**src/sv/fpalu_pkg.sv**
```systemverilog
// Shared types and constants of the fixed-point ALU with sticky error code.
`default_nettype none
package fpalu_pkg;

    localparam int WORD_WIDTH_DEF = 32;
    localparam int FRAC_BITS_DEF  = 16;
    localparam int DATA_W         = 32;
    localparam int CMD_W          = 4;
    localparam int ERR_W          = 2;

    typedef enum logic [CMD_W-1:0] {
        CMD_UADD = 4'd0,
        CMD_SADD = 4'd1,
        CMD_USUB = 4'd2,
        CMD_SSUB = 4'd3,
        CMD_UMUL = 4'd4,
        CMD_SMUL = 4'd5,
        CMD_UDIV = 4'd6,
        CMD_SDIV = 4'd7,
        CMD_CLR  = 4'd8
    } t_cmd;

    typedef enum logic [ERR_W-1:0] {
        ERR_NONE = 2'd0,
        ERR_OVF  = 2'd1,
        ERR_DIV0 = 2'd2
    } t_err;

    typedef enum logic [1:0] {
        UM_ADDSUB,
        UM_MUL,
        UM_DIV
    } t_umode;

    typedef enum logic [1:0] {
        ST_IDLE,
        ST_LOAD,
        ST_RUN,
        ST_DONE
    } t_state;

    typedef struct packed {
        logic [CMD_W-1:0]  cmd;
        logic [DATA_W-1:0] operand_a;
        logic [DATA_W-1:0] operand_b;
    } t_in;

    typedef struct packed {
        logic [DATA_W-1:0] result_word;
        logic [ERR_W-1:0]  error_code;
    } t_out;

    typedef struct packed {
        logic   start;
        t_umode mode;
    } t_req;

    typedef struct packed {
        logic   load;
        logic   step;
        t_umode mode;
    } t_ctrl;

    typedef struct packed {
        logic ready;
        logic finish;
    } t_stat;

endpackage
`default_nettype wire

```
**src/sv/fpalu_unit.sv**
```systemverilog
// Shared adder with shift-add multiply and restoring divide iteration registers.
`default_nettype none
module fpalu_unit #(
    parameter int W = fpalu_pkg::WORD_WIDTH_DEF,
    parameter int F = fpalu_pkg::FRAC_BITS_DEF
) (
    input  wire logic             i_clk,
    input  wire fpalu_pkg::t_ctrl i_ctrl,
    input  wire logic             i_sub,
    input  wire logic [W-1:0]     i_ma,
    input  wire logic [W-1:0]     i_mb,
    output logic      [W+1:0]     o_sum,
    output logic      [2*W-1:0]   o_prod,
    output logic      [W-1:0]     o_quot
);

    localparam int QW = W + F;

    logic [W-1:0]  r_hi, n_hi;
    logic [QW-1:0] r_lo, n_lo;
    logic [W:0]    add_x, add_y;
    logic          add_sub;
    logic [W+1:0]  add_res;

    always_comb begin
        unique case (i_ctrl.mode)
            fpalu_pkg::UM_MUL: begin
                add_x   = {1'b0, r_hi};
                add_y   = r_lo[0] ? {1'b0, i_ma} : '0;
                add_sub = 1'b0;
            end
            fpalu_pkg::UM_DIV: begin
                add_x   = {r_hi, r_lo[QW-1]};
                add_y   = {1'b0, i_mb};
                add_sub = 1'b1;
            end
            default: begin
                add_x   = {1'b0, i_ma};
                add_y   = {1'b0, i_mb};
                add_sub = i_sub;
            end
        endcase
        add_res = {1'b0, add_x} + {1'b0, add_y ^ {(W+1){add_sub}}} + (W+2)'(add_sub);
    end

    always_comb begin
        n_hi = r_hi;
        n_lo = r_lo;
        if (i_ctrl.load) begin
            n_hi = '0;
            if (i_ctrl.mode == fpalu_pkg::UM_MUL) begin
                n_lo = QW'(i_mb);
            end else begin
                n_lo = {i_ma, {F{1'b0}}};
            end
        end else if (i_ctrl.step) begin
            if (i_ctrl.mode == fpalu_pkg::UM_MUL) begin
                n_hi = add_res[W:1];
                n_lo = {r_lo[QW-1:W], add_res[0], r_lo[W-1:1]};
            end else begin
                n_hi = add_res[W+1] ? add_res[W-1:0] : add_x[W-1:0];
                n_lo = {r_lo[QW-2:0], add_res[W+1]};
            end
        end
    end

    always_ff @(posedge i_clk) begin
        r_hi <= n_hi;
        r_lo <= n_lo;
    end

    assign o_sum  = add_res;
    assign o_prod = {r_hi, r_lo[W-1:0]};
    assign o_quot = r_lo[W-1:0];

endmodule
`default_nettype wire

```
**src/sv/fpalu_seq.sv**
```systemverilog
// Sequencer: load, per-bit iteration count and result hand-off.
`default_nettype none
module fpalu_seq #(
    parameter int W = fpalu_pkg::WORD_WIDTH_DEF,
    parameter int F = fpalu_pkg::FRAC_BITS_DEF
) (
    input  wire logic            i_clk,
    input  wire logic            i_rst_n,
    input  wire fpalu_pkg::t_req i_req,
    input  wire logic            i_out_free,
    output fpalu_pkg::t_ctrl     o_ctrl,
    output fpalu_pkg::t_stat     o_stat
);

    localparam int CW = $clog2(W + F);

    fpalu_pkg::t_state r_state, n_state;
    fpalu_pkg::t_umode r_mode, n_mode;
    logic [CW-1:0]     r_cnt, n_cnt;

    always_ff @(posedge i_clk) begin
        if (!i_rst_n) begin
            r_state <= fpalu_pkg::ST_IDLE;
            r_mode  <= fpalu_pkg::UM_ADDSUB;
            r_cnt   <= '0;
        end else begin
            r_state <= n_state;
            r_mode  <= n_mode;
            r_cnt   <= n_cnt;
        end
    end

    always_comb begin
        n_state       = r_state;
        n_mode        = r_mode;
        n_cnt         = r_cnt;
        o_ctrl.load   = 1'b0;
        o_ctrl.step   = 1'b0;
        o_ctrl.mode   = r_mode;
        o_stat.ready  = 1'b0;
        o_stat.finish = 1'b0;
        unique case (r_state)
            fpalu_pkg::ST_IDLE: begin
                o_stat.ready = 1'b1;
                if (i_req.start) begin
                    n_mode  = i_req.mode;
                    n_state = (i_req.mode == fpalu_pkg::UM_ADDSUB) ?
                              fpalu_pkg::ST_DONE : fpalu_pkg::ST_LOAD;
                end
            end
            fpalu_pkg::ST_LOAD: begin
                o_ctrl.load = 1'b1;
                n_cnt       = (r_mode == fpalu_pkg::UM_MUL) ? CW'(W - 1) : CW'(W + F - 1);
                n_state     = fpalu_pkg::ST_RUN;
            end
            fpalu_pkg::ST_RUN: begin
                o_ctrl.step = 1'b1;
                if (r_cnt == '0) begin
                    n_state = fpalu_pkg::ST_DONE;
                end else begin
                    n_cnt = r_cnt - CW'(1);
                end
            end
            fpalu_pkg::ST_DONE: begin
                if (i_out_free) begin
                    o_stat.finish = 1'b1;
                    n_state       = fpalu_pkg::ST_IDLE;
                end
            end
            default: begin
                n_state = fpalu_pkg::ST_IDLE;
            end
        endcase
    end

endmodule
`default_nettype wire

```
**src/sv/fixed_point_alu_sticky_error_core.sv**
```systemverilog
// Usage: Q-format fixed-point ALU with sticky error code, one result beat per input beat.
// Input channel i_in_valid / o_in_ready / i_in_data carries cmd and two raw operand words;
// only the low WORD_WIDTH bits of each operand are used, FRAC_BITS of them fraction.
// Output channel o_out_valid / i_out_ready / o_out_data returns the wrapped result word
// and the error code after this beat (0 none, 1 overflow, 2 divide by zero).
// One item is in flight at a time; o_in_ready is high only while the block is idle.
// Add, subtract, clear and unused codes: the sequencer passes from idle straight to its final
// state, skipping the load and iteration states.
// Multiply: one shift-add step per multiplier bit on the shared adder.
// Divide: one restoring step per quotient bit on the same adder; a zero divisor skips
// the load and iteration states, as an add does.
// A finished result waits in the output register while the receiver stalls, and the
// sequencer holds in its final state until that register frees up.
// Reset clears the error code to none and empties the output register.
`default_nettype none
module fixed_point_alu_sticky_error_core #(
    parameter int WORD_WIDTH = fpalu_pkg::WORD_WIDTH_DEF,
    parameter int FRAC_BITS  = fpalu_pkg::FRAC_BITS_DEF
) (
    input  wire logic           i_clk,
    input  wire logic           i_rst_n,
    input  wire logic           i_in_valid,
    output logic                o_in_ready,
    input  wire fpalu_pkg::t_in i_in_data,
    output logic                o_out_valid,
    input  wire logic           i_out_ready,
    output fpalu_pkg::t_out     o_out_data
);

    localparam int W  = WORD_WIDTH;
    localparam int F  = FRAC_BITS;
    localparam int XW = 2 * W + F;
    localparam logic [XW-1:0] HALF = {{(XW-1){1'b0}}, 1'b1} << (W - 1);

    fpalu_pkg::t_req  req;
    fpalu_pkg::t_ctrl ctrl;
    fpalu_pkg::t_stat stat;

    fpalu_pkg::t_cmd  in_cmd;
    logic [W-1:0]     in_a, in_b;
    logic             in_signed_md;
    logic             accept;
    logic             out_free;

    fpalu_pkg::t_cmd  r_cmd;
    logic [W-1:0]     r_ma, r_mb;
    logic             r_sa, r_sb, r_bz;
    fpalu_pkg::t_err  r_err, n_err;
    logic             r_out_valid;
    fpalu_pkg::t_out  r_out;

    logic [W+1:0]     sum;
    logic [2*W-1:0]   prod;
    logic [W-1:0]     quot;
    logic [XW-1:0]    p_ext, q_floor, q_up;
    logic             frac_nz, neg, ovf;
    logic [W-1:0]     n_res;

    assign in_cmd       = fpalu_pkg::t_cmd'(i_in_data.cmd);
    assign in_a         = i_in_data.operand_a[W-1:0];
    assign in_b         = i_in_data.operand_b[W-1:0];
    assign in_signed_md = (in_cmd == fpalu_pkg::CMD_SMUL) || (in_cmd == fpalu_pkg::CMD_SDIV);
    assign accept       = i_in_valid && o_in_ready;
    assign out_free     = !r_out_valid || i_out_ready;

    always_comb begin
        req.start = accept;
        case (in_cmd) inside
            fpalu_pkg::CMD_UMUL, fpalu_pkg::CMD_SMUL: req.mode = fpalu_pkg::UM_MUL;
            fpalu_pkg::CMD_UDIV, fpalu_pkg::CMD_SDIV:
                req.mode = (in_b == '0) ? fpalu_pkg::UM_ADDSUB : fpalu_pkg::UM_DIV;
            default: req.mode = fpalu_pkg::UM_ADDSUB;
        endcase
    end

    always_ff @(posedge i_clk) begin
        if (accept) begin
            r_cmd <= in_cmd;
            r_sa  <= in_a[W-1];
            r_sb  <= in_b[W-1];
            r_bz  <= (in_b == '0);
            r_ma  <= (in_signed_md && in_a[W-1]) ? (W'(0) - in_a) : in_a;
            r_mb  <= (in_signed_md && in_b[W-1]) ? (W'(0) - in_b) : in_b;
        end
    end

    fpalu_seq #(
        .W (W),
        .F (F)
    ) u_seq (
        .i_clk      (i_clk),
        .i_rst_n    (i_rst_n),
        .i_req      (req),
        .i_out_free (out_free),
        .o_ctrl     (ctrl),
        .o_stat     (stat)
    );

    fpalu_unit #(
        .W (W),
        .F (F)
    ) u_unit (
        .i_clk  (i_clk),
        .i_ctrl (ctrl),
        .i_sub  ((r_cmd == fpalu_pkg::CMD_USUB) || (r_cmd == fpalu_pkg::CMD_SSUB)),
        .i_ma   (r_ma),
        .i_mb   (r_mb),
        .o_sum  (sum),
        .o_prod (prod),
        .o_quot (quot)
    );

    always_comb begin
        p_ext   = XW'(prod);
        q_floor = p_ext >> F;
        frac_nz = |p_ext[F-1:0];
        q_up    = q_floor + XW'(frac_nz);
        neg     = (r_sa != r_sb) && (prod != '0);
        ovf     = 1'b0;
        n_res   = '0;
        n_err   = r_err;
        case (r_cmd) inside
            fpalu_pkg::CMD_UADD: begin
                n_res = sum[W-1:0];
                ovf   = sum[W];
            end
            fpalu_pkg::CMD_SADD: begin
                n_res = sum[W-1:0];
                ovf   = (r_sa == r_sb) && (sum[W-1] != r_sa);
            end
            fpalu_pkg::CMD_USUB: begin
                n_res = sum[W-1:0];
                ovf   = !sum[W+1];
            end
            fpalu_pkg::CMD_SSUB: begin
                n_res = sum[W-1:0];
                ovf   = (r_sa != r_sb) && (sum[W-1] != r_sa);
            end
            fpalu_pkg::CMD_UMUL: begin
                n_res = q_floor[W-1:0];
                ovf   = |q_floor[XW-1:W];
            end
            fpalu_pkg::CMD_SMUL: begin
                if (neg) begin
                    n_res = W'(0) - q_up[W-1:0];
                    ovf   = q_up > HALF;
                end else begin
                    n_res = q_floor[W-1:0];
                    ovf   = q_floor >= HALF;
                end
            end
            fpalu_pkg::CMD_UDIV, fpalu_pkg::CMD_SDIV: begin
                if (r_bz) begin
                    n_err = fpalu_pkg::ERR_DIV0;
                end else if ((r_cmd == fpalu_pkg::CMD_SDIV) && (r_sa != r_sb)) begin
                    n_res = W'(0) - quot;
                end else begin
                    n_res = quot;
                end
            end
            fpalu_pkg::CMD_CLR: begin
                n_err = fpalu_pkg::ERR_NONE;
            end
            default: begin
                n_res = '0;
            end
        endcase
        if (ovf) begin
            n_err = fpalu_pkg::ERR_OVF;
        end
    end

    always_ff @(posedge i_clk) begin
        if (!i_rst_n) begin
            r_err       <= fpalu_pkg::ERR_NONE;
            r_out_valid <= 1'b0;
        end else begin
            if (stat.finish) begin
                r_err       <= n_err;
                r_out_valid <= 1'b1;
            end else if (i_out_ready) begin
                r_out_valid <= 1'b0;
            end
        end
    end

    always_ff @(posedge i_clk) begin
        if (stat.finish) begin
            r_out.result_word <= fpalu_pkg::DATA_W'(n_res);
            r_out.error_code  <= n_err;
        end
    end

    assign o_in_ready  = stat.ready && i_rst_n;
    assign o_out_valid = r_out_valid;
    assign o_out_data  = r_out;

endmodule
`default_nettype wire
```
**config.mk**
```make
export PLATFORM = sky130hd
export DESIGN_NAME = fixed_point_alu_sticky_error_core
export DESIGN_NICKNAME = d
export VERILOG_FILES = /design/src/sv/fpalu_pkg.sv /design/src/sv/fpalu_unit.sv /design/src/sv/fpalu_seq.sv /design/src/sv/fixed_point_alu_sticky_error_core.sv
export SDC_FILE = /design/constraint.sdc
export NUM_CORES = 1
export LEC_CHECK = 0
export BUFFER_PORTS_ARGS = -buffer_cell sky130_fd_sc_hd__buf_2
export CAP_MARGIN = 15
export CORE_MARGIN = 4
export CORE_UTILIZATION = 35
export CTS_CLUSTER_SIZE = 28
export DETAILED_ROUTE_END_ITERATION = 10
export HOLD_SLACK_MARGIN = 0.08
export PLACE_DENSITY = 0.56
export SLEW_MARGIN = 20
export SYNTH_ARGS = -nofsm -noshare
export SYNTH_HDL_FRONTEND = slang
export SYNTH_SLANG_ARGS = --single-unit
export TNS_END_PERCENT = 100
```
**constraint.sdc**
```tcl
create_clock -name i_clk -period 11.09 [get_ports i_clk]
set_clock_uncertainty 0.05 [all_clocks]
set_input_delay 0.5545 -clock i_clk [delete_from_list [all_inputs] [get_ports i_clk]]
set_output_delay 0.5545 -clock i_clk [all_outputs]
set_load 0.05 [all_outputs]
```
Word-level counts from Yosys, hierarchy flattened
Index checks and enable logic that the tools add are counted.
- register bits: 198
- latch bits: 0
- memory bits (writable): 0
- bits in read-only memories: 0
- input bits: 72
- logic and storage cells: 140
- memories kept: 0
- add/subtract/negate cells: 8
- $mul: 0
- div/mod/pow operators: 0
- magnitude comparators: 2
- equality and inequality tests: 25
- shift operators: 0
- mux-type cells: 57
- bitwise operators: 1
- reduce and logical (&&, ||, !) cells: 31
- operator list (kind ; number):
    $mux 32 ; 15
    $mux 48 ; 4
    $sub 1x32->32 const A ; 4
    $pmux 33 s2 ; 1
    $reduce_bool 64->1 ; 1
    $add 48x1->49 ; 1
    $gt 49x32->1 const B ; 1
    $ge 48x32->1 const B ; 1
    $add 33x33->34 ; 1
    $add 34x1->34 ; 1
    $mux 2 ; 17
    $mux 33 ; 1
    $xor 33x33->33 ; 1
    $eq 4x3->1 const B ; 8
    $logic_not 32->1 ; 1
    $reduce_or 16->1 ; 2
    $mux 1 ; 14
    $mux 6 ; 2
    $pmux 6 s2 ; 1
    $eq 4x2->1 const B ; 2
    $logic_and 1x1->1 ; 8
    $ne 2x2->1 const B ; 4
    $pmux 2 s4 ; 1
    $eq 2x2->1 const B ; 3
    17 further kinds ; 29

Logic depth before layout (Yosys ltp)
- depth after elaboration: 13
- depth in mapped cells: 22
- mapped depth without buffers: 17

Modules after synthesis
A second synthesis with hierarchy kept.
- cells, all modules: 1957
- area, all modules: 16866.2 µm²
- modules (own cells, without submodules) (module ; times used ; cells an instance ; area each (µm²)):
    fixed_point_alu_sticky_error_core ; 1 ; 982 ; 8594.5
    fpalu_unit ; 1 ; 902 ; 7599.8
    fpalu_seq ; 1 ; 73 ; 671.9

Least setup slack after synthesis
No wires, ideal clock.
- path kind: register to register
- start: reg u_seq.r_mode[0]
- end: reg r_out (netlist bit o_out_data[1]), data pin
- setup time: 0.255 ns
- arrival: 4.551 ns
- data required time: 10.785 ns
- path slack: 6.234 ns
- cell stages (with the launch flop): 19
- buffers on the path: 2
- path through: dfxtp_1 -> inv_1 -> ha_1 -> nor2b_1 -> a21o_1 -> buf_2 -> buf_1 -> xnor2_1 -> ha_1 -> and3_4 -> nand2_2 -> or3_1 -> or4_1 -> o32a_1 -> and3_4 -> or4_1 -> a311o_1 -> o2bb2ai_2 -> and2_1
- cells in the longest elaborated chain, start to end: 12
- RTL lines (item ; line ; source):
    from (decl) ; fpalu_seq.sv:18 ; fpalu_pkg::t_umode r_mode, n_mode;
    from (signal assigned) ; fpalu_seq.sv:24 ; r_mode <= fpalu_pkg::UM_ADDSUB;
    from (signal assigned) ; fpalu_seq.sv:28 ; r_mode <= n_mode;
    $eq 2x2->1 or $eq 2x1->1 (tied branches) ; fpalu_unit.sv:26 ; unique case (i_ctrl.mode)
    $pmux 1 s2 or $mux 33 (tied branches) ; fpalu_unit.sv:26 ;
    $xor 33x33->33 ; fpalu_unit.sv:43 ; add_res = {1'b0, add_x} + {1'b0, add_y ^ {(W+1){add_sub}}} + (W+2)'(add_sub);
    $add 33x33->34 ; fpalu_unit.sv:43 ;
    $add 34x1->34 * ; fpalu_unit.sv:43 ;
    $ne 1x1->1 ; fixed_point_alu_sticky_error_core.sv:129, fixed_point_alu_sticky_error_core.sv:137 ;
    $logic_and 1x1->1 ; fixed_point_alu_sticky_error_core.sv:137 ; ovf = (r_sa != r_sb) && (sum[W-1] != r_sa);
    $mux 1 (3 in series) ; fixed_point_alu_sticky_error_core.sv:122 ; case (r_cmd) inside
    $mux 1 * ; fixed_point_alu_sticky_error_core.sv:122 ;
    $mux 2 * ; fixed_point_alu_sticky_error_core.sv:168 ; if (ovf) begin
    net n_err[1] ; fixed_point_alu_sticky_error_core.sv:48 ; fpalu_pkg::t_err r_err, n_err;
    to (decl) ; fixed_point_alu_sticky_error_core.sv:50 ; fpalu_pkg::t_out r_out;
Mark *: on every way through the listed nets, which the timed path passes. The rest lies on a longest branch.
A chain may end at the register's enable or synchronous reset.

Worst setup path after layout
- start: reg u_seq.r_mode[0]
- end: reg r_out (netlist bit o_out_data[28]), data pin
- cells in the longest elaborated chain, start to end: 9
- RTL lines (item ; line ; source):
    $eq 2x2->1 or $eq 2x1->1 (tied branches) ; fpalu_unit.sv:26 ;
    $pmux 1 s2 or $mux 33 (tied branches) ; fpalu_unit.sv:26 ;
    $xor 33x33->33 ; fpalu_unit.sv:43 ;
    $add 33x33->34 ; fpalu_unit.sv:43 ;
    $add 34x1->34 * ; fpalu_unit.sv:43 ;
    $mux 32 (3 in series) ; fixed_point_alu_sticky_error_core.sv:122 ;
    $mux 32 * ; fixed_point_alu_sticky_error_core.sv:122 ;
    net n_res[26] ; fixed_point_alu_sticky_error_core.sv:57 ; logic [W-1:0] n_res;
Marked as above.

==> reports/qor.tcl <==
set qor(status) {finished clean}
set qor(most_used_cell_cp) {a21o_1}
set qor(finalWirelength_um) 56500
set qor(cp_slowest_cell) {ha_2}
set qor(ratio_of_cells_with_drive_above_1_in_the_final_layout) 0.121
set qor(synthCells) 1892
set qor(crit_path_max_fanout) 70
set qor(clk_root_buffer_cell) {clkbuf_16}
set qor(hold_path_startpoint) {i_in_data[66]}
set qor(setup_tns_ps) 0
set qor(synth-main-ff-cell) {edfxtp_1}
set qor(maxCapViolations) 0
set qor(multiInputGateArea_mm2) 0.0101
set qor(clkLatencyLatePin_ps) 500
set qor(clock_tree.htree_level_count) 4
set qor(tritoncts) {done}
set qor(clock_path_buffers) 2
set qor(timing_hold_violations_final) 0
set qor(worst_setup_path_start_kind) {register}
set qor(timing.critical_path.from) {u_seq.r_mode[0]}
set qor(mostFrequentLayoutCells) {198 x nand2_1, 153 x nor2_1, 153 x edfxtp_1, 128 x xnor2_1, 126 x o21ai_0}
set qor(finalCoreUtilization) 0.390
set qor(clock.fmax_mhz) 170
set qor(number_of_antenna_violations_at_the_first_check_in_global_routing) 0
set qor(area.growth.synth_to_final_pct) 9.22
set qor(final.min_clock_period_ps) 5870
set qor(p_leak_uw) 0.00622
set qor(synth_nets) 2011
set qor(drt.antenna.violating_nets) 0
set qor(clkSinkCount) 198
set qor(grt_start_max_net_pins) 83
set qor(routed-via-count) 14900
set qor(peakVddDrop_mv) 0.133
set qor(number_of_global_route_vias_before_repair) 14100
set qor(setup_viol) 0
set qor(syn_area_per_cell_um2) 8.63
set qor(worst_r2r_startpoint) {u_seq.r_mode[0]}
set qor(clk_pin_slew_ps) 90
set qor(fp-row-count) 78
set qor(ys_ff_latch) 198
set qor(postCtsHoldBufs) 0
set qor(critical_path.n_buffers_inverters) 2
set qor(stdcell_area_mm2) 0.0178
set qor(floorplan.core_area_mm2) 0.0458
set qor(synth-edff-count) 153
set qor(yosys_warnings) 0
set qor(hp-class) {in2reg}
set qor(num-nets-final) 2024
set qor(detail_route.iter0.violations) 1385
set qor(postPlaceCellArea_mm2) 0.0172
set qor(drc_errors) 0
set qor(floorplan.die_area_mm2) 0.0502
set qor(post_cts_buffers) 0
set qor(die_height_um) 224
set qor(syn_area_mm2) 0.0163
set qor(ioPinCount) 108
set qor(cellPowerDensity_mw_per_mm2) 228
set qor(grt_pass1_wl_um) 85900
set qor(register_area_mm2) 0.00550
set qor(setup_crit_path_kind) {reg2reg}
set qor(antenna_cells) 0
set qor(worstPathCellList) {inv_1, ha_2, a21o_1, buf_4, xnor2_1, fa_1, a21o_1, a221oi_1, o221ai_1, nand2_1, a31oi_1, a21o_1, a21oi_1, xnor2_1, a222oi_1, o21ai_0}
set qor(starting_utilization_of_the_core_area) 0.357
set qor(first_pass_iters) 6
set qor(die_w_um) 224
set qor(worst_pin_slew_ps) 1130
set qor(post_synth_num_cell_types) 91
set qor(post_cts_gate_resize_count) 0
set qor(num-fill-cells) 4628
set qor(track_usage) 0.222
set qor(period_utilisation_layout) 0.530
set qor(gpl.final_weighted_congestion) 0.965
set qor(critPathRequiredTime_ps) 11260
set qor(post_drt_wl_per_cell_um) 22.4
set qor(count_of_input_and_output_buffers) 107
set qor(dp.final_hpwl_um) 44600
set qor(post_drt_via_cell_ratio) 5.92
set qor(grt_overflow) 0
set qor(timing.slew.headroom) 0.241
set qor(synth-seq-area-share) 0.336
set qor(final_common_cell) {nand2_1}
set qor(cts_buffers) 17
set qor(rsz0062_at_grt) {no}
set qor(share_of_flip_flops_with_an_asynchronous_set_or_reset) 0
set qor(min_hold_slack_ps) 201
set qor(max_stage_delay_ps) 960
set qor(worstPathArrival_ps) 6040
set qor(cpLargestDelayFamily) {compound AO/OA/AOI/OAI gates}
set qor(critical_path.endpoint_type) {register}
set qor(final_max_slew_viol_count) 0
-- state kept, by name, indices dropped and copies added (netlist names) --
signal and count:
u_seq.r_mode 2, r_mb 32, u_seq.r_state 2, r_err 2
u_seq.r_cnt 6, u_unit.r_lo 48, o_out_valid 1, u_unit.r_hi 32
r_ma 32, r_sa 1, r_cmd 4, r_sb 1
r_bz 1, o_out_data 34
-- metal layers --
metal / GRT usage / part of all wire
met5: 0 / 0
met3: 0.0446 / 0.072
met4: 0.0724 / 0.028
met1: 0.316 / 0.46
met2: 0.338 / 0.44
-- Yosys cell counts (33+ instances only) --
cell	number	area share
nand2_1	198	0.046
nor2_1	154	0.035
edfxtp_1	153	0.28
xnor2_1	128	0.069
o21ai_0	126	0.039
a21oi_1	118	0.036
clkbuf_1	93	0.021
a22oi_1	76	0.035
xor2_1	72	0.039
nor3_1	49	0.015
ha_1	46	0.035
dfxtp_1	45	0.055
nand3_1	44	0.013
inv_1	41	0.0094
mux2i_1	40	0.025
a21o_1	33	0.015
-- logic make-up after synthesis --
kind of cell | synth area share
and+or+nand+nor | 0.200
muxes | 0.0521
DFF | 0.336
adders and majority gates | 0.0365
AOI/OAI and AO/OA | 0.223
buffers and inverters | 0.0445
xor gates and xnor gates | 0.107
-- power breakdown --
group          switching [µW]  internal (µW)  total, µW
logic                    1250            712       1960
registers                 385           1080       1470
clock network             323            323        645
total                    1950           2120       4070
-- through the flow --
stage	setup slack (ps)	cells	power [µW]
2_1_floorplan	6230	1892	2730
3_3_place_gp	5300	2486	3380
3_5_place_dp	5290	2486	3380
4_1_cts	5270	2518	4040
5_1_grt	4650	2518	4320
6_report	5220	2518	4070
-- area by class of cell --
type                            instances  area share
Tap cell                              600      0.0421
Multi-Input combinational cell       1516       0.568
Inverter                               44     0.00926
Timing Repair Buffer                  128      0.0389
Clock inverter                         14     0.00954
Clock buffer                           18      0.0241
Sequential cell                       198       0.308
-- worst paths after layout --
check	cells after the start	endpoint	slack, ps
worst max-delay path	16	o_out_data[28]	5220
worst min-delay path	1	r_cmd[2]	200
worst max register to register	16	o_out_data[28]	5220
worst min register to register	1	u_seq.r_cnt[0]	440
Note: power is estimated with default switching activity, not from simulation.
